`src/hw/rtl/mld_pkg.sv`:
```
// Package for the message line deframer: word types, field codes,
// character codes and the attribute parser state encoding.
// No dependencies.
`default_nettype none

package mld_pkg;

  // Default sizing for the top level parameters
  localparam int VALUE_LIMIT_DEF = 4096;
  localparam int COUNT_BITS_DEF  = 24;

  // Width of the missing-byte report and its saturation value
  localparam int                   MORE_W   = 24;
  localparam int                   MORE_EXT = 32;
  localparam logic [MORE_EXT-1:0]  MORE_SAT = 32'h00FF_FFFF;

  // Field tags
  localparam logic [2:0] FID_SRC    = 3'd0;
  localparam logic [2:0] FID_DST    = 3'd1;
  localparam logic [2:0] FID_WDIR   = 3'd2;
  localparam logic [2:0] FID_TYPE   = 3'd3;
  localparam logic [2:0] FID_NAME   = 3'd4;
  localparam logic [2:0] FID_VALUE  = 3'd5;
  localparam logic [2:0] FID_DATA   = 3'd6;
  localparam logic [2:0] FID_STATUS = 3'd7;

  // Line positions inside a message
  localparam logic [2:0] LINE_ATTR  = 3'd4;
  localparam logic [2:0] LINE_COUNT = 3'd5;
  localparam logic [2:0] LINE_DATA  = 3'd6;

  // Count line parse phases
  localparam logic [1:0] CNT_LEAD  = 2'd0;
  localparam logic [1:0] CNT_SIGN  = 2'd1;
  localparam logic [1:0] CNT_DIGIT = 2'd2;
  localparam logic [1:0] CNT_DONE  = 2'd3;

  // Character codes
  localparam logic [7:0] CH_NUL   = 8'h00;
  localparam logic [7:0] CH_TAB   = 8'h09;
  localparam logic [7:0] CH_NL    = 8'h0A;
  localparam logic [7:0] CH_VT    = 8'h0B;
  localparam logic [7:0] CH_FF    = 8'h0C;
  localparam logic [7:0] CH_CR    = 8'h0D;
  localparam logic [7:0] CH_SP    = 8'h20;
  localparam logic [7:0] CH_QUOTE = 8'h27;
  localparam logic [7:0] CH_PLUS  = 8'h2B;
  localparam logic [7:0] CH_MINUS = 8'h2D;
  localparam logic [7:0] CH_ZERO  = 8'h30;
  localparam logic [7:0] CH_NINE  = 8'h39;
  localparam logic [7:0] CH_EQ    = 8'h3D;

  // Attribute line parser state
  typedef enum logic [5:0] {
    AM_SKIP   = 6'b000001,
    AM_NAME   = 6'b000010,
    AM_PLAIN  = 6'b000100,
    AM_QUOTED = 6'b001000,
    AM_QPEND  = 6'b010000,
    AM_STOP   = 6'b100000
  } attr_mode_t;

  typedef struct packed {
    logic [7:0] byte_in;
    logic       last_byte;
  } in_word_t;

  typedef struct packed {
    logic [2:0]        field_id;
    logic [7:0]        byte_out;
    logic              byte_valid;
    logic              field_end;
    logic              name_dropped;
    logic              msg_done;
    logic              msg_bad;
    logic [MORE_W-1:0] more_needed;
  } out_word_t;

endpackage

`default_nettype wire

```
`src/hw/rtl/message_line_deframer.sv`:
```
// Message line deframer top level: per-byte field tagging, attribute
// split, count parse and end-of-message check, with a registered output.
// Depends on mld_pkg.
//
//   channel | ports                      | word
//   --------+----------------------------+--------------------------------
//   input   | in_valid, in_stall, in_data | one message byte + last flag
//   result  | out_valid, out_stall, out_data | tagged byte and status
//
// One byte is accepted per cycle while in_stall is low; its result
// word (if any) is registered into the output register or the skid entry.
// The state update and the count's multiply by ten sit in front of them.
// A two-entry output (register plus skid) lets input flow while a result
// waits; in_stall rises only when both entries are full.
// Synchronous active-low reset empties both entries and clears the parser.
`default_nettype none

module message_line_deframer #(
  parameter int VALUE_LIMIT = mld_pkg::VALUE_LIMIT_DEF,
  parameter int COUNT_BITS  = mld_pkg::COUNT_BITS_DEF
) (
  input  wire                 clk,
  input  wire                 rst_n,
  input  wire                 in_valid,
  output logic                in_stall,
  input  mld_pkg::in_word_t   in_data,
  output logic                out_valid,
  input  wire                 out_stall,
  output mld_pkg::out_word_t  out_data
);

  import mld_pkg::*;

  localparam int                  VLEN_W    = $clog2(VALUE_LIMIT + 1);
  localparam int                  MUL_W     = COUNT_BITS + 4;
  localparam logic [COUNT_BITS-1:0] COUNT_MAX = {COUNT_BITS{1'b1}};

  // Parser state
  logic [2:0]            line_r,  line_nxt;
  attr_mode_t            mode_r,  mode_nxt;
  logic [VLEN_W-1:0]     vlen_r,  vlen_nxt;
  logic [1:0]            phase_r, phase_nxt;
  logic                  neg_r,   neg_nxt;
  logic [COUNT_BITS-1:0] cnt_r,   cnt_nxt;
  logic                  ovf_r,   ovf_nxt;
  logic [COUNT_BITS-1:0] recv_r,  recv_nxt;

  // Output register and skid entry
  logic      out_valid_r, skid_valid_r;
  out_word_t out_data_r,  skid_data_r;

  logic       accept, out_take;
  logic [7:0] b;
  logic       last;
  logic       is_blank;
  logic       is_digit;

  logic       res_have;
  out_word_t  res;

  logic [VLEN_W-1:0]     vlen_inc;
  logic                  vlen_full;
  attr_mode_t            eff_mode;
  logic [MUL_W-1:0]      cnt_ext, cnt_mul;
  logic [COUNT_BITS-1:0] diff;
  logic [MORE_EXT-1:0]   diff_ext;

  assign accept   = in_valid && !skid_valid_r;
  assign out_take = out_valid_r && !out_stall;
  assign in_stall = skid_valid_r;
  assign out_valid = out_valid_r;
  assign out_data  = out_data_r;

  assign b        = in_data.byte_in;
  assign last     = in_data.last_byte;
  assign is_blank = (b == CH_SP) || (b == CH_TAB);
  assign is_digit = (b >= CH_ZERO) && (b <= CH_NINE);

  // Value byte bookkeeping shared by every value path
  assign vlen_inc  = vlen_r + VLEN_W'(1);
  assign vlen_full = (vlen_inc >= VLEN_W'(VALUE_LIMIT));

  // A closing quote not followed by another one falls back to plain text
  assign eff_mode = (mode_r == AM_QPEND && b != CH_QUOTE) ? AM_PLAIN : mode_r;

  // Count accumulate: value * 10 + digit
  assign cnt_ext = MUL_W'(cnt_r);
  assign cnt_mul = (cnt_ext << 3) + (cnt_ext << 1) + MUL_W'(b - CH_ZERO);

  // Next state and result word for the presented byte
  always_comb begin
    line_nxt  = line_r;
    mode_nxt  = mode_r;
    vlen_nxt  = vlen_r;
    phase_nxt = phase_r;
    neg_nxt   = neg_r;
    cnt_nxt   = cnt_r;
    ovf_nxt   = ovf_r;
    recv_nxt  = recv_r;
    res_have  = 1'b0;
    res       = '0;
    res.field_id = FID_STATUS;

    if (line_r < LINE_ATTR) begin
      // Header lines: pass bytes, end on newline
      res_have     = 1'b1;
      res.field_id = line_r;
      if (b == CH_NL) begin
        res.field_end = 1'b1;
        line_nxt      = line_r + 3'd1;
      end else begin
        res.byte_out   = b;
        res.byte_valid = 1'b1;
      end
    end else if (line_r == LINE_ATTR) begin
      if (b == CH_NL) begin
        // Close whatever is open and leave the attribute line
        res_have      = 1'b1;
        res.field_end = 1'b1;
        if (mode_r == AM_PLAIN || mode_r == AM_QUOTED || mode_r == AM_QPEND) begin
          res.field_id = FID_VALUE;
        end else begin
          res.field_id     = FID_NAME;
          res.name_dropped = (mode_r == AM_NAME);
        end
        mode_nxt = AM_STOP;
        line_nxt = LINE_COUNT;
      end else begin
        unique case (eff_mode)
          AM_SKIP, AM_NAME: begin
            if (eff_mode == AM_SKIP && is_blank) begin
              mode_nxt = AM_SKIP;
            end else if (eff_mode == AM_SKIP && b == CH_NUL) begin
              mode_nxt = AM_STOP;
            end else if (b == CH_EQ) begin
              res_have      = 1'b1;
              res.field_id  = FID_NAME;
              res.field_end = 1'b1;
              mode_nxt      = AM_PLAIN;
              vlen_nxt      = '0;
            end else if (is_blank || b == CH_NUL) begin
              res_have         = 1'b1;
              res.field_id     = FID_NAME;
              res.field_end    = 1'b1;
              res.name_dropped = 1'b1;
              mode_nxt         = AM_STOP;
            end else begin
              res_have       = 1'b1;
              res.field_id   = FID_NAME;
              res.byte_out   = b;
              res.byte_valid = 1'b1;
              mode_nxt       = AM_NAME;
            end
          end
          AM_PLAIN: begin
            if (is_blank || b == CH_NUL) begin
              res_have      = 1'b1;
              res.field_id  = FID_VALUE;
              res.field_end = 1'b1;
              mode_nxt      = is_blank ? AM_SKIP : AM_STOP;
            end else if (b == CH_QUOTE) begin
              mode_nxt = AM_QUOTED;
            end else begin
              res_have       = 1'b1;
              res.field_id   = FID_VALUE;
              res.byte_out   = b;
              res.byte_valid = 1'b1;
              res.field_end  = vlen_full;
              vlen_nxt       = vlen_inc;
              mode_nxt       = vlen_full ? AM_SKIP : AM_PLAIN;
            end
          end
          AM_QUOTED: begin
            if (b == CH_QUOTE) begin
              mode_nxt = AM_QPEND;
            end else if (b == CH_NUL) begin
              res_have      = 1'b1;
              res.field_id  = FID_VALUE;
              res.field_end = 1'b1;
              mode_nxt      = AM_STOP;
            end else begin
              res_have       = 1'b1;
              res.field_id   = FID_VALUE;
              res.byte_out   = b;
              res.byte_valid = 1'b1;
              res.field_end  = vlen_full;
              vlen_nxt       = vlen_inc;
              mode_nxt       = vlen_full ? AM_SKIP : AM_QUOTED;
            end
          end
          AM_QPEND: begin
            // Doubled quote: emit one quote and stay quoted unless the value limit is hit
            res_have       = 1'b1;
            res.field_id   = FID_VALUE;
            res.byte_out   = b;
            res.byte_valid = 1'b1;
            res.field_end  = vlen_full;
            vlen_nxt       = vlen_inc;
            mode_nxt       = vlen_full ? AM_SKIP : AM_QUOTED;
          end
          AM_STOP: begin
            mode_nxt = AM_STOP;
          end
          default: begin
            mode_nxt = mode_r;
          end
        endcase
      end
    end else if (line_r == LINE_COUNT) begin
      // Count line: whitespace, sign, digits, then ignore the rest
      if (b == CH_NL) begin
        line_nxt = LINE_DATA;
      end else if (phase_r == CNT_LEAD && (is_blank || b == CH_VT ||
                   b == CH_FF || b == CH_CR)) begin
        phase_nxt = CNT_LEAD;
      end else if (phase_r == CNT_LEAD && (b == CH_PLUS || b == CH_MINUS)) begin
        neg_nxt   = (b == CH_MINUS);
        phase_nxt = CNT_SIGN;
      end else if (phase_r == CNT_DONE) begin
        phase_nxt = CNT_DONE;
      end else if (!is_digit) begin
        phase_nxt = CNT_DONE;
      end else begin
        phase_nxt = CNT_DIGIT;
        if (|cnt_mul[MUL_W-1:COUNT_BITS]) begin
          cnt_nxt = COUNT_MAX;
          ovf_nxt = 1'b1;
        end else begin
          cnt_nxt = cnt_mul[COUNT_BITS-1:0];
        end
      end
    end else begin
      // Data bytes
      res_have       = 1'b1;
      res.field_id   = FID_DATA;
      res.byte_out   = b;
      res.byte_valid = 1'b1;
      if (recv_r != COUNT_MAX) begin
        recv_nxt = recv_r + COUNT_BITS'(1);
      end
    end

    // End of buffer: judge the message
    diff     = cnt_nxt - recv_nxt;
    diff_ext = MORE_EXT'(diff);
    if (last) begin
      res_have = 1'b1;
      if (line_nxt < LINE_DATA) begin
        res.msg_bad = 1'b1;
      end else if (neg_nxt && cnt_nxt != '0) begin
        res.msg_bad = 1'b1;
      end else if (ovf_nxt || cnt_nxt != recv_nxt) begin
        res.msg_bad = 1'b1;
        if (cnt_nxt > recv_nxt) begin
          res.more_needed = (diff_ext > MORE_SAT) ? MORE_SAT[MORE_W-1:0]
                                                  : diff_ext[MORE_W-1:0];
        end
      end else begin
        res.msg_done = 1'b1;
      end
    end
  end

  // Parser state: advance on accept, clear after the last byte
  always_ff @(posedge clk) begin
    if (!rst_n || (accept && last)) begin
      line_r  <= '0;
      mode_r  <= AM_SKIP;
      vlen_r  <= '0;
      phase_r <= CNT_LEAD;
      neg_r   <= 1'b0;
      cnt_r   <= '0;
      ovf_r   <= 1'b0;
      recv_r  <= '0;
    end else if (accept) begin
      line_r  <= line_nxt;
      mode_r  <= mode_nxt;
      vlen_r  <= vlen_nxt;
      phase_r <= phase_nxt;
      neg_r   <= neg_nxt;
      cnt_r   <= cnt_nxt;
      ovf_r   <= ovf_nxt;
      recv_r  <= recv_nxt;
    end
  end

  // Output entry valid flags
  always_ff @(posedge clk) begin
    if (!rst_n) begin
      out_valid_r  <= 1'b0;
      skid_valid_r <= 1'b0;
    end else if (skid_valid_r) begin
      if (out_take) begin
        skid_valid_r <= 1'b0;
      end
    end else if (accept && res_have) begin
      if (out_valid_r && !out_take) begin
        skid_valid_r <= 1'b1;
      end else begin
        out_valid_r <= 1'b1;
      end
    end else if (out_take) begin
      out_valid_r <= 1'b0;
    end
  end

  // Output entry payloads: hold while stalled
  always_ff @(posedge clk) begin
    if (skid_valid_r) begin
      if (out_take) begin
        out_data_r <= skid_data_r;
      end
    end else if (accept && res_have) begin
      if (out_valid_r && !out_take) begin
        skid_data_r <= res;
      end else begin
        out_data_r <= res;
      end
    end
  end

  // Skid entry is only ever filled behind a full output register
  a_skid_behind_out: assert property (@(posedge clk) disable iff (!rst_n)
    skid_valid_r |-> out_valid_r)
    else $error("skid entry valid with output register empty");

  // A status word never claims both outcomes
  a_outcome_excl: assert property (@(posedge clk) disable iff (!rst_n)
    out_valid_r |-> !(out_data_r.msg_done && out_data_r.msg_bad))
    else $error("message reported both done and bad");

  // Missing bytes are only reported on a bad message
  a_more_bad: assert property (@(posedge clk) disable iff (!rst_n)
    (out_valid_r && out_data_r.more_needed != '0) |-> out_data_r.msg_bad)
    else $error("missing byte count without bad status");

  // Last byte restarts the parser at the source line
  a_restart: assert property (@(posedge clk) disable iff (!rst_n)
    (accept && last) |=> (line_r == '0 && recv_r == '0))
    else $error("parser not restarted after last byte");

  // Line position never passes the data section
  a_line_range: assert property (@(posedge clk) disable iff (!rst_n)
    line_r <= LINE_DATA)
    else $error("line position out of range");

endmodule

`default_nettype wire
```
`config.mk`:
```
export PLATFORM = sky130hd
export DESIGN_NAME = message_line_deframer
export DESIGN_NICKNAME = d
export VERILOG_FILES = /design/src/hw/rtl/mld_pkg.sv /design/src/hw/rtl/message_line_deframer.sv
export SDC_FILE = /design/constraint.sdc
export NUM_CORES = 1
export LEC_CHECK = 0
export BUFFER_PORTS_ARGS = -buffer_cell sky130_fd_sc_hd__buf_4
export CAP_MARGIN = 20
export CORE_ASPECT_RATIO = 1.5
export CORE_MARGIN = 4
export CORE_UTILIZATION = 40
export DETAILED_ROUTE_END_ITERATION = 12
export HOLD_SLACK_MARGIN = 0.08
export SLEW_MARGIN = 20
export SYNTH_ARGS = -nofsm -noshare
export SYNTH_HDL_FRONTEND = slang
export SYNTH_SLANG_ARGS = --single-unit
```
`constraint.sdc`:
```
create_clock -name clk -period 15.6 [get_ports clk]
set_input_delay 3.12 -clock clk [delete_from_list [all_inputs] [get_ports clk]]
set_output_delay 3.12 -clock clk [all_outputs]
set_load 0.03 [all_outputs]
```
# == Yosys cells after proc, flatten, opt, wreduce, memory -nomap -nowiden ==
# Index checks and enable logic that the tools add are counted.
# classes
shift,0
bitwise_logic,4
multipliers,0
order_cmp,6
muxes,126
n_addsub,7
eq_ne,36
n_reduce_logical,41
div,0
# op_table
cell,count
$mux 24,16
$mux 40,4
$mux 13,10
$pmux 13 s4,2
$mux 6,10
$mux 9,6
$mux 1,47
$eq 8x4->1 const B,5
$eq 8x6->1 const B,5
$mux 12,3
$pmux 6 s5,1
$add 27x25->28,1
$add 28x28->28,1
$mux 2,13
$mux 26,1
$mux 25,1
$add 24x1->24 const B,1
$gt 24x24->1,1
$mux 3,8
$ne 24x24->1,1
$ne 24x24->1 const B,1
$reduce_bool 24->1,1
$sub 24x24->24,1
$ne 2x2->1 const B,9
other kinds (35),71
# word_totals
rom_bits,0
latchBits,0
output_inout_bits,42
mem_bits_rw,0
mem_count,0
ff_bits,156

# == Logic depth before layout (Yosys ltp) ==
# Gate-level depths: netlist of the first run.
# depth
word_depth,21
mapped_depth,31
depth_no_buf,28

# == Worst setup path after synthesis of the first run ==
# Ideal clock, no wire load.
# synth_path
path_kind,in2reg
startpoint,input in_data[5] (netlist bit)
endpoint,"register out_data_r (netlist bit out_data[13]), data pin"
t_required_ns,15.326
t_arrival_ns,11.663
path_slack_ns,3.663
n_path_buf,4
path_stages,29
setup_time_ns,0.274
cell_sequence,ha_1 nor3_1 fa_1 ha_1 a21o_1 a21o_1 a21o_1 a31oi_1 or4b_1 and3_1 nor4_2 buf_4 clkbuf_1 nand3b_1 o21ai_0 ha_1 inv_1 fa_1 a21o_1 a21oi_1 o21ai_0 a21o_1 a21oi_1 o221ai_1 a221o_1 a21oi_1 clkbuf_1 buf_1 o41ai_2
# synth_via
elab_chain_cells,21
# synth_lines
element,line,source
from (decl),message_line_deframer.sv:26,"input mld_pkg::in_word_t in_data,"
$sub 8x6->9,message_line_deframer.sv:88,assign cnt_mul = (cnt_ext << 3) + (cnt_ext << 1) + MUL_W'(b - CH_ZERO);
$add 28x28->28,message_line_deframer.sv:88,
$reduce_or 4->1,message_line_deframer.sv:225,if (|cnt_mul[MUL_W-1:COUNT_BITS]) begin
$mux 24,message_line_deframer.sv:225,
$mux 24,message_line_deframer.sv:221,end else if (!is_digit) begin
$mux 24,message_line_deframer.sv:219,end else if (phase_r == CNT_DONE) begin
$mux 24,message_line_deframer.sv:216,end else if (phase_r == CNT_LEAD && (b == CH_PLUS || b == CH_MINUS)) begin
$mux 24,message_line_deframer.sv:213,end else if (phase_r == CNT_LEAD && (is_blank || b == CH_VT ||
[... 5 more ...],n/a,
$mux 24 / $logic_or 1x1->1 (equally long branches),"message_line_deframer.sv:254, message_line_deframer.sv:252",
$mux 25,message_line_deframer.sv:252,end else if (ovf_nxt || cnt_nxt != recv_nxt) begin
$mux 24,message_line_deframer.sv:250,end else if (neg_nxt && cnt_nxt != '0) begin
$mux 24 *,message_line_deframer.sv:248,if (line_nxt < LINE_DATA) begin
$mux 26 *,message_line_deframer.sv:246,if (last) begin
$mux 40 *,message_line_deframer.sv:314,if (out_valid_r && !out_take) begin
$mux 40 *,message_line_deframer.sv:313,end else if (accept && res_have) begin
$mux 40 *,message_line_deframer.sv:309,if (skid_valid_r) begin
to (signal assigned),message_line_deframer.sv:311,out_data_r <= skid_data_r;
to (signal assigned),message_line_deframer.sv:317,out_data_r <= res;
to (decl),message_line_deframer.sv:50,"out_word_t out_data_r, skid_data_r;"
# Mark *: on every way between the ends. The rest lies on a longest branch, timed or not. The select of a mux whose other input is x is not followed.
# A chain may end at the register's enable or synchronous reset.

# == Worst setup path after layout of the first run ==
# layout_path
startpoint,input in_data[5] (netlist bit)
endpoint,"register out_data_r (netlist bit out_data[22]), data pin"
# The elaborated chain is that of the path after synthesis.

==> results of run 1 <==
## per-layer routing
layer,up-vias,part of all wire (%)
met5,-,0
met4,0,3.1
met3,54,3.5
met2,212,51
met1,4513,43
li1,4767,-
## registers in the layout, indices dropped and copies added, names as in the netlist
signal,count
ovf_r,1
recv_r,24
out_valid,1
cnt_r,24
phase_r,2
out_data,40
line_r,3
skid_data_r,40
neg_r,1
mode_r,6
in_stall,1
vlen_r,13
## cells in the mapped netlist (all sizes together), types with 40 or more instances
cell type and count:
dfxtp 76, nor2 143, nand2 120, edfxtp 80, a21oi 115, nand3 40, o21ai 54, clkbuf 50
xnor2 52, ha 61, nor3 47, xor2 43, inv 40
## worst reg2reg max path, cell delays in order (launching register included)
cell,delay (ps)
dfxtp_1,460
fa_1,520
fa_1,500
a211oi_1,310
o211a_1,260
or3_1,180
a21bo_1,160
a21oi_1,120
or4b_1,500
and3_1,220
nor4_4,200
buf_4,340
nand3b_1,150
o21ai_0,120
ha_1,190
inv_1,50
fa_1,410
a21o_1,200
a21oi_1,250
o21ai_0,130
a21o_1,160
a21oi_1,330
o221ai_1,280
a221o_1,480
a21oi_4,140
buf_4,550
or2_2,380
o31ai_1,100
## area by class of cell
class,count,area [µm²],area share [%]
sequential,156,3925,31.40
timing repair buffer,66,495.5,3.964
clock inverter,13,123.9,0.9909
tap,342,427.9,3.423
clock buffer,19,432.9,3.463
inverter,40,150.1,1.201
multi-input combinational,1030,6945,55.56
## cell usage in the layout (no fill, tap or decap), types with 5 or more instances in the layout
master	Yosys	final
or3_1	20	20
edfxtp_1	80	80
o21bai_1	6	6
inv_1	40	40
mux2i_1	5	5
dfxtp_1	76	75
a21o_1	21	21
and3_1	12	12
a21oi_1	115	114
nand2b_1	13	13
xor2_1	43	43
clkbuf_16	0	17
mux2_2	12	12
o21a_1	5	5
a31o_2	5	5
or2_2	9	9
nor2_1	142	141
nand3_1	40	40
a31oi_1	26	26
o31ai_1	20	20
nor3_1	47	46
fa_1	24	24
a211oi_1	33	33
o211ai_1	6	6
nor4_1	19	19
buf_4	1	66
o21ai_0	52	52
nand2_1	120	120
nand4_1	15	15
and2_1	9	9
xnor2_1	52	52
nor2b_1	17	16
o41ai_2	6	6
ha_1	61	61
## power by group
group	internal, µW	leakage (µW)	switching [µW]	total [µW]
Sequential	443	0.00138	3.70	446
Clock	233	0.000264	170	403
Combinational	39.7	0.00302	81.5	121
## cell families after synthesis
kind of cell	share of synthesized area (%)
AND/OR/NAND/NOR	20.82
AO/OA/AOI/OAI	20.39
flip-flops	34.95
buffers and inverters	3.700
XOR/XNOR	7.412
adder cells (fa/ha/maj)	11.08
multiplexers	1.650
## stage by stage
step | utilization, % | setup WS, ps
floorplan | - | 3663
global placement | 43.43 | 4408
detailed placement | 43.43 | 4341
CTS | 45.46 | 4794
global route | 45.46 | 4258
finish | 45.46 | 4787
## worst paths after layout
kind                                      to  slack, ps
worst max register to register  out_data[22]       7620
worst max-delay path            out_data[22]       4790
worst min-delay path              vlen_r[11]        490
worst min register to register    vlen_r[11]        490
==> out/metrics.yaml, run 1 <==
sta:
  fin_skew_ps: 9.047
  max_slew_margin_pct: 26.54
  maxSlewViolCount: 0
  fmax_mhz: 92.48
  totalNegativeSetupSlack_ps: 0
  min_period_ps: 10810
  tightest_slew_ps: 1102
  rsz0062_at_grt: "no"
  finalHoldViolations: 0
  hold_slack_ps: 494.9
  finalSetupViolations: 0
  period_share_pct: 69.32
worst_setup_path:
  critPathBufInv: 5
  reg2reg_depth: 27
  reg2reg_from: "cnt_r[2]"
  cp-startpoint: "in_data[5]"
  crit_cells: 31
  cp_max_fo: 62
  crit_type: "in2reg"
  crit_required_ps: 15740
  critPathSlowestCell: "buf_4"
  cp.arrival_ps: 10950
  crit_family: "compound AO/OA/AOI/OAI gates"
  start_kind: "primary input"
  slowest_delay_ps: 550
  crit_path_end_kind: "register"
layout:
  postLayoutCellArea_mm2: 0.01250
  drive_above_1_share_pct: 10.50
  fillCellCount: 2662
  syn_to_final_growth_pct: 11.36
  nets: 1409
  diodes: 0
  fin_cells: 1666
clock_network:
  cts_resized: 0
  cts_max_level: 4
  clk_pin_slew_ps: 60
  cts.path.max_buffers: 2
  cts_setup_buffers: 0
  cts.sink_count: 156
  cts_hold_buf: 0
  cts-root-buf: "clkbuf_16"
  tritoncts: "done"
  numCtsBuffers: 17
  worstSkewPairLatency_ps: 440
logic_synthesis:
  synth_warnings: 0
  synth_cell_type_count: 74
  synthTopCellsByArea: "edfxtp_1 21%, dfxtp_1 14%, ha_1 6.8%"
  ys_seq_area_share_pct: 34.95
  syn-cell-area_mm2: 0.01123
  synth_area_leader_cell: "edfxtp_1"
  syn_avg_cell_area_um2: 8.695
  synth_edf_count: 80
  synth_cells: 1291
  synth_nets: 1389
  synth.top_cell.area_share_pct: 21.40
  synth-seq-cells: 156
  synthFlopType: "edfxtp_1"
  async_flop_share_pct: 0
run:
  maxCapViolations: 0
floorplanning:
  fp.dieW_um: 144.8
  design.core.area_mm2: 0.02750
  die_height_um: 213.2
  initial_utilization_pct: 40.82
  fp.dieArea_mm2: 0.03086
  rows: 74
  io_pins: 55
run_status:
  outcome: "finished clean"
power:
  p_total_uw: 970.4
  cellLeakagePower_uw: 0.004665
  peakVddDrop_v: 0.00005718
  powerDensity_mw_per_mm2: 77.63
route:
  first_pass_iters: 7
  avgViaCountPerCell: 5.730
  wl_per_cell_um: 17.43
  via_count: 9546
  drcViolationCount: 0
  antenna_left: 0
  first_iter_violations: 542
  drt_wl_total_um: 29040
global_route:
  antenna_found_initial: 0
  grtUsageTotal_pct: 19.30
  grt_use_met1_pct: 23.92
  grt_pass1_vias: 9186
  grt-busiest-layer: "met2"
  grt_pass1_wl_um: 47690
  overflow: 0
  grt_max_degree: 75
  grtUsageMet2_pct: 33.46
  grt_use_met3_pct: 2.375
worst_hold_path:
  worstHoldPathType: "reg2reg"
  whs_path_depth: 2
  min_from: "vlen_r[11]"
place:
  port_buffers: 54
  gp_congestion: 0.8920
  post-dp-hpwl_um: 21490
  placed_area_mm2: 0.01194
  dpl.cell_count: 1634
No activity file was read; power rests on OpenSTA's default activity.
==> inputs of run 2 (changes only) <==
clock period = 10.2 ns   (was 15.6 ns; I/O delays follow)
==> out/metrics.yaml, run 2 (same netlist as run 1, synthesis figures left out) <==
layout:
  syn_to_final_growth_pct: 11.50
  finish.utilization_pct: 45.52  # +0.059 points
  diodes: 0  # unchanged
  fin_cells: 1666  # unchanged
  nets: 1409  # unchanged
  drive_above_1_share_pct: 10.65  # +0.15 points
  final_common_cell: "nor2_1"
  layout_common_cells: "141 x nor2_1, 120 x nand2_1, 114 x a21oi_1"
sta:
  maxSlewViolCount: 0  # unchanged
  fmax_mhz: 107.0
  rsz0062_at_grt: "no"
  totalNegativeSetupSlack_ps: 0  # unchanged
  finalSetupViolations: 0  # unchanged
  fin_skew_ps: 10.87  # +1.826 ps
  min_period_ps: 9347
  finalHoldViolations: 0  # unchanged
  tightest_slew_ps: 1082  # -19.46 ps
  period_share_pct: 91.64
  max_slew_margin_pct: 27.84  # +1.3 points
global_route:
  grt_pass1_vias: 9181  # -0.054%
  antenna_found_initial: 0  # unchanged
  grt_max_degree: 75  # unchanged
  grtUsageTotal_pct: 19.73  # +0.43 points
  grt_pass1_wl_um: 48330  # +1.3%
  overflow: 0  # unchanged
clock_network:
  tritoncts: "done"
  clk_pin_slew_ps: 60  # about the same
  worstSkewPairLatency_ps: 440  # about the same
  cts.sink_count: 156  # unchanged
  cts_max_level: 4  # unchanged
  cts-root-buf: "clkbuf_16"
  cts_setup_buffers: 0  # unchanged
  cts_resized: 0  # unchanged
  cts.path.max_buffers: 2  # unchanged
  cts_hold_buf: 0  # unchanged
  numCtsBuffers: 17  # unchanged
worst_setup_path:
  start_kind: "primary input"
  cp.arrival_ps: 9500  # -1450 ps
  critPathSlowestCell: "fa_1"
  path_common_cell: "o21ai_0"
  crit_required_ps: 10350  # -5390 ps
  crit_type: "in2reg"
  crit_path_end_kind: "register"
  slowest_delay_ps: 480  # -70 ps
  critPathBufInv: 3  # -2
  crit_family: "compound AO/OA/AOI/OAI gates"
  cp_max_fo: 19  # -69%
power:
  clockPowerShare_pct: 40.6  # -0.9 points
  powerDensity_mw_per_mm2: 117.4  # +51%
  share_seq_of_total_power_pct: 46.5  # +0.5 points
  p_int_uw: 1069  # +49%
  p_switching_uw: 400.2  # +57%
  swShare_pct: 27.24  # +0.97 points
  combPwrFrac_pct: 13.0  # +0.5 points
  cellLeakagePower_uw: 0.004674  # +0.20%
  peakVddDrop_v: 0.0001011  # +77%
route:
  drcViolationCount: 0  # unchanged
  first_pass_iters: 5  # -2
  wl_per_cell_um: 17.95  # +3.0%
  avgViaCountPerCell: 5.743  # +0.23%
  drt_wl_total_um: 29900  # +3.0%
  first_iter_violations: 653  # +20%
  via_count: 9568  # +0.23%
  antenna_left: 0  # unchanged
worst_hold_path:
  worstHoldPathType: "reg2reg"
floorplanning:
  fp.dieArea_mm2: 0.03086  # unchanged
  initial_utilization_pct: 40.82  # unchanged
  fp.dieW_um: 144.8  # unchanged
  rows: 74  # unchanged
  io_pins: 55  # unchanged
  die_height_um: 213.2  # unchanged
  design.core.area_mm2: 0.02750  # unchanged
place:
  dpl.cell_count: 1634  # unchanged
  port_buffers: 54  # unchanged
  gp_congestion: 0.8815  # -1.2%
  post-dp-hpwl_um: 22380  # +4.2%
run_status:
  outcome: "finished clean"
run:
  maxCapViolations: 0  # unchanged
run 2: changes by cell type in the layout (fill, tap and decap cells not counted):
cell        delta
clkinvlp_2     -2
clkinv_1       -2
buf_12         +2
clkinv_2       +1
clkinvlp_4     +1
clkbuf_8       +3
clkinv_4       +1
buf_4          -2
bufinv_16      -2
nor3_2         -1
nor3_4         +1
run 2: path summary, 6_finish.rpt:
check / slack [ps] / from / cells past startpoint / endpoint
max: 850 / in_data[5] / 30 / out_data[22]
min: 490 / vlen_r[11] / 2 / vlen_r[11]
max reg2reg: 2690 / cnt_r[2] / 26 / out_data[22]
min reg2reg: 490 / vlen_r[11] / 2 / vlen_r[11]
run 2: power groups by stage:
stage               clock [µW]  sequential [µW]  combinational [µW]
detailed placement           0              697                 191
CTS                        608              683                 192
floorplan                    0              723                 101
finish                     596              683                 190
global route               633              684                 208
global placement             0              697                 189
run 2: worst min-delay path, delay by kind of cell, from the launching register on:
kind	cells	cell delay [ps]
AO/OA/AOI/OAI	2	130
flip-flops	1	320
run 2: metrics by stage:
step           area, µm²  hold slack (ps)  total power (µW)  setup WS (ps)
6_report           12520            488.1              1469          853.0
5_1_grt            12520            526.9              1525          313.0
4_1_cts            12520            487.6              1483          917.6
3_5_place_dp       11980            478.4             887.4          473.6
3_3_place_gp       11960            471.4             885.3          662.1
2_1_floorplan      11230            456.9             824.0          129.2
run 2: per-layer routing:
layer / global-route usage (%) / vias to the layer above / share of wire [%]
met5: 0 / - / 0
li1: - / 4776 / -
met2: 34.39 / 203 / 51
met1: 23.67 / 4532 / 42
met4: 8.497 / 0 / 3.5
met3: 3.316 / 57 / 3.8
run 2: final cells by class:
| class | count | area (µm²) |
|---|---|---|
| Sequential cell | 156 | 3925 |
| Timing Repair Buffer | 66 | 520.5 |
| Clock buffer | 22 | 474.2 |
| Multi-Input combinational cell | 1030 | 6952 |
| Fill cell | 2697 | 14980 |
| Inverter | 40 | 150.1 |
| Clock inverter | 10 | 67.56 |
| Tap cell | 342 | 427.9 |
==> inputs of run 3 (changes only) <==
CELL_PAD_IN_SITES_DETAIL_PLACEMENT = 1   (was not set)
CELL_PAD_IN_SITES_GLOBAL_PLACEMENT = 1   (was not set)
PLACE_DENSITY_LB_ADDON = 0.1   (was not set)
==> out/metrics.yaml, run 3 (same netlist as run 1, synthesis figures left out) <==
global_route:
  grtUsageTotal_pct: 21.59  # +1.9 points
  grt_pass1_wl_um: 52670  # +9.0%
  grt_pass1_vias: 9656  # +5.2%
  overflow: 0  # unchanged
  grt_max_degree: 75  # unchanged
  antenna_found_initial: 0  # unchanged
worst_setup_path:
  crit_required_ps: 10380  # +30 ps
  crit_type: "in2reg"
  cp.arrival_ps: 9570  # +70 ps
  slowest_delay_ps: 500  # +20 ps
  start_kind: "primary input"
  crit_path_end_kind: "register"
  cp_max_fo: 19  # unchanged
  critPathSlowestCell: "a221o_1"
layout:
  final_common_cell: "nor2_1"
  fin_cells: 1667  # +0.060%
  drive_above_1_share_pct: 11.09  # +0.44 points
  diodes: 0  # unchanged
  finish.utilization_pct: 45.57  # +0.050 points
  layout_common_cells: "141 x nor2_1, 120 x nand2_1, 114 x a21oi_1"
  nets: 1410  # +0.071%
  syn_to_final_growth_pct: 11.63
floorplanning:
  fp.dieW_um: 144.8  # unchanged
  design.core.area_mm2: 0.02750  # unchanged
  rows: 74  # unchanged
  io_pins: 55  # unchanged
  fp.dieArea_mm2: 0.03086  # unchanged
  initial_utilization_pct: 40.82  # unchanged
  die_height_um: 213.2  # unchanged
place:
  post-dp-hpwl_um: 24650  # +10%
  gp_congestion: 0.8694  # -1.4%
  dpl.cell_count: 1634  # unchanged
  pre_cts_slack_ps: 305.4  # -168.2 ps
  port_buffers: 54  # unchanged
sta:
  period_share_pct: 92.08  # +0.44 points
  finalSetupViolations: 0  # unchanged
  fmax_mhz: 106.5  # -0.48%
  tightest_slew_ps: 902.2  # -180.3 ps
  fin_skew_ps: 11.61  # +0.7392 ps
  max_slew_margin_pct: 39.73  # +12 points
  rsz0062_at_grt: "no"
  min_period_ps: 9392  # +45.03 ps
  maxSlewViolCount: 0  # unchanged
  totalNegativeSetupSlack_ps: 0  # unchanged
  finalHoldViolations: 0  # unchanged
  setup_ws_ps: 808.0  # -45.03 ps
run_status:
  outcome: "finished clean"
route:
  wl_per_cell_um: 19.79  # +10%
  drt_wl_total_um: 32990  # +10%
  via_count: 9722  # +1.6%
  drcViolationCount: 0  # unchanged
  first_pass_iters: 4  # -1
  avgViaCountPerCell: 5.832  # +1.5%
  first_iter_violations: 499  # -24%
  antenna_left: 0  # unchanged
clock_network:
  cts.sink_count: 156  # unchanged
  clk_pin_slew_ps: 60  # about the same
  cts.path.max_buffers: 2  # unchanged
  cts-root-buf: "clkbuf_16"
  cts_resized: 0  # unchanged
  tritoncts: "done"
  numCtsBuffers: 17  # unchanged
  cts_hold_buf: 0  # unchanged
  cts_max_level: 4  # unchanged
  cts_setup_buffers: 0  # unchanged
  worstSkewPairLatency_ps: 450  # about the same
run:
  maxCapViolations: 0  # unchanged
power:
  peakVddDrop_v: 0.0001244  # +23%
  powerDensity_mw_per_mm2: 118.4  # +0.86%
  p_total_uw: 1484  # +0.97%
  cellLeakagePower_uw: 0.004680  # +0.13%
worst_hold_path:
  worstHoldPathType: "reg2reg"
-- run 3: cell types whose count changed in the layout (fill, tap and decap cells not counted) --
cell,change
and3_2,+1
buf_4,+1
and3_1,-1
clkbuf_1,-2
clkinv_4,-1
clkinvlp_4,+1
inv_6,+5
clkinv_1,-2
clkbuf_8,-2
clkinvlp_2,+1
-- run 3: final cells by class --
type                            count  area [µm²]
Multi-Input combinational cell   1030        6953
Clock buffer                       18       439.2
Tap cell                          342       427.9
Sequential cell                   156        3925
Clock inverter                     14       107.6
Inverter                           40       150.1
Fill cell                        3217       14970
Timing Repair Buffer               67       528.0
-- run 3: worst max-delay path, delay by kind of cell --
| kind | cells | cell delay, ps |
|---|---|---|
| compound gates | 16 | 4190 |
| fa+ha+maj | 5 | 1760 |
| simple gates | 5 | 810 |
| buf+inv | 4 | 660 |
| xor+xnor | 1 | 100 |
-- run 3: path summary, 6_finish.rpt --
| kind | from | to | slack, ps | cells after the start |
|---|---|---|---|---|
| worst min-delay path | vlen_r[1] | vlen_r[1] | 490 | 2 |
| worst max register to register | cnt_r[2] | out_data[22] | 2640 | 26 |
| worst max-delay path | in_data[5] | out_data[22] | 810 | 31 |
| worst min register to register | vlen_r[1] | vlen_r[1] | 490 | 2 |
-- run 3: metrics by stage --
stage	area (µm²)	hold slack, ps
finish	12530	489.3
global route	12530	513.7
CTS	12510	493.3
detailed placement	11960	481.3
global placement	11960	468.5
floorplan	11230	456.9
-- run 3: report_power, final --
group	internal [µW]	switching, µW	leakage (µW)	total [µW]
registers	677	6.02	0.00138	683
clock network	321	287	0.000261	608
logic	61.9	131	0.00303	193
total	1060	424	0.00468	1480
-- run 3: metal layers --
layer / share of wire, % / wire [µm] / global-route usage, %
met5: 0 / 0 / 0
met4: 1.9 / 612 / 6.373
met3: 2.0 / 661 / 2.577
met2: 51 / 16940 / 38.22
met1: 45 / 14780 / 27.34
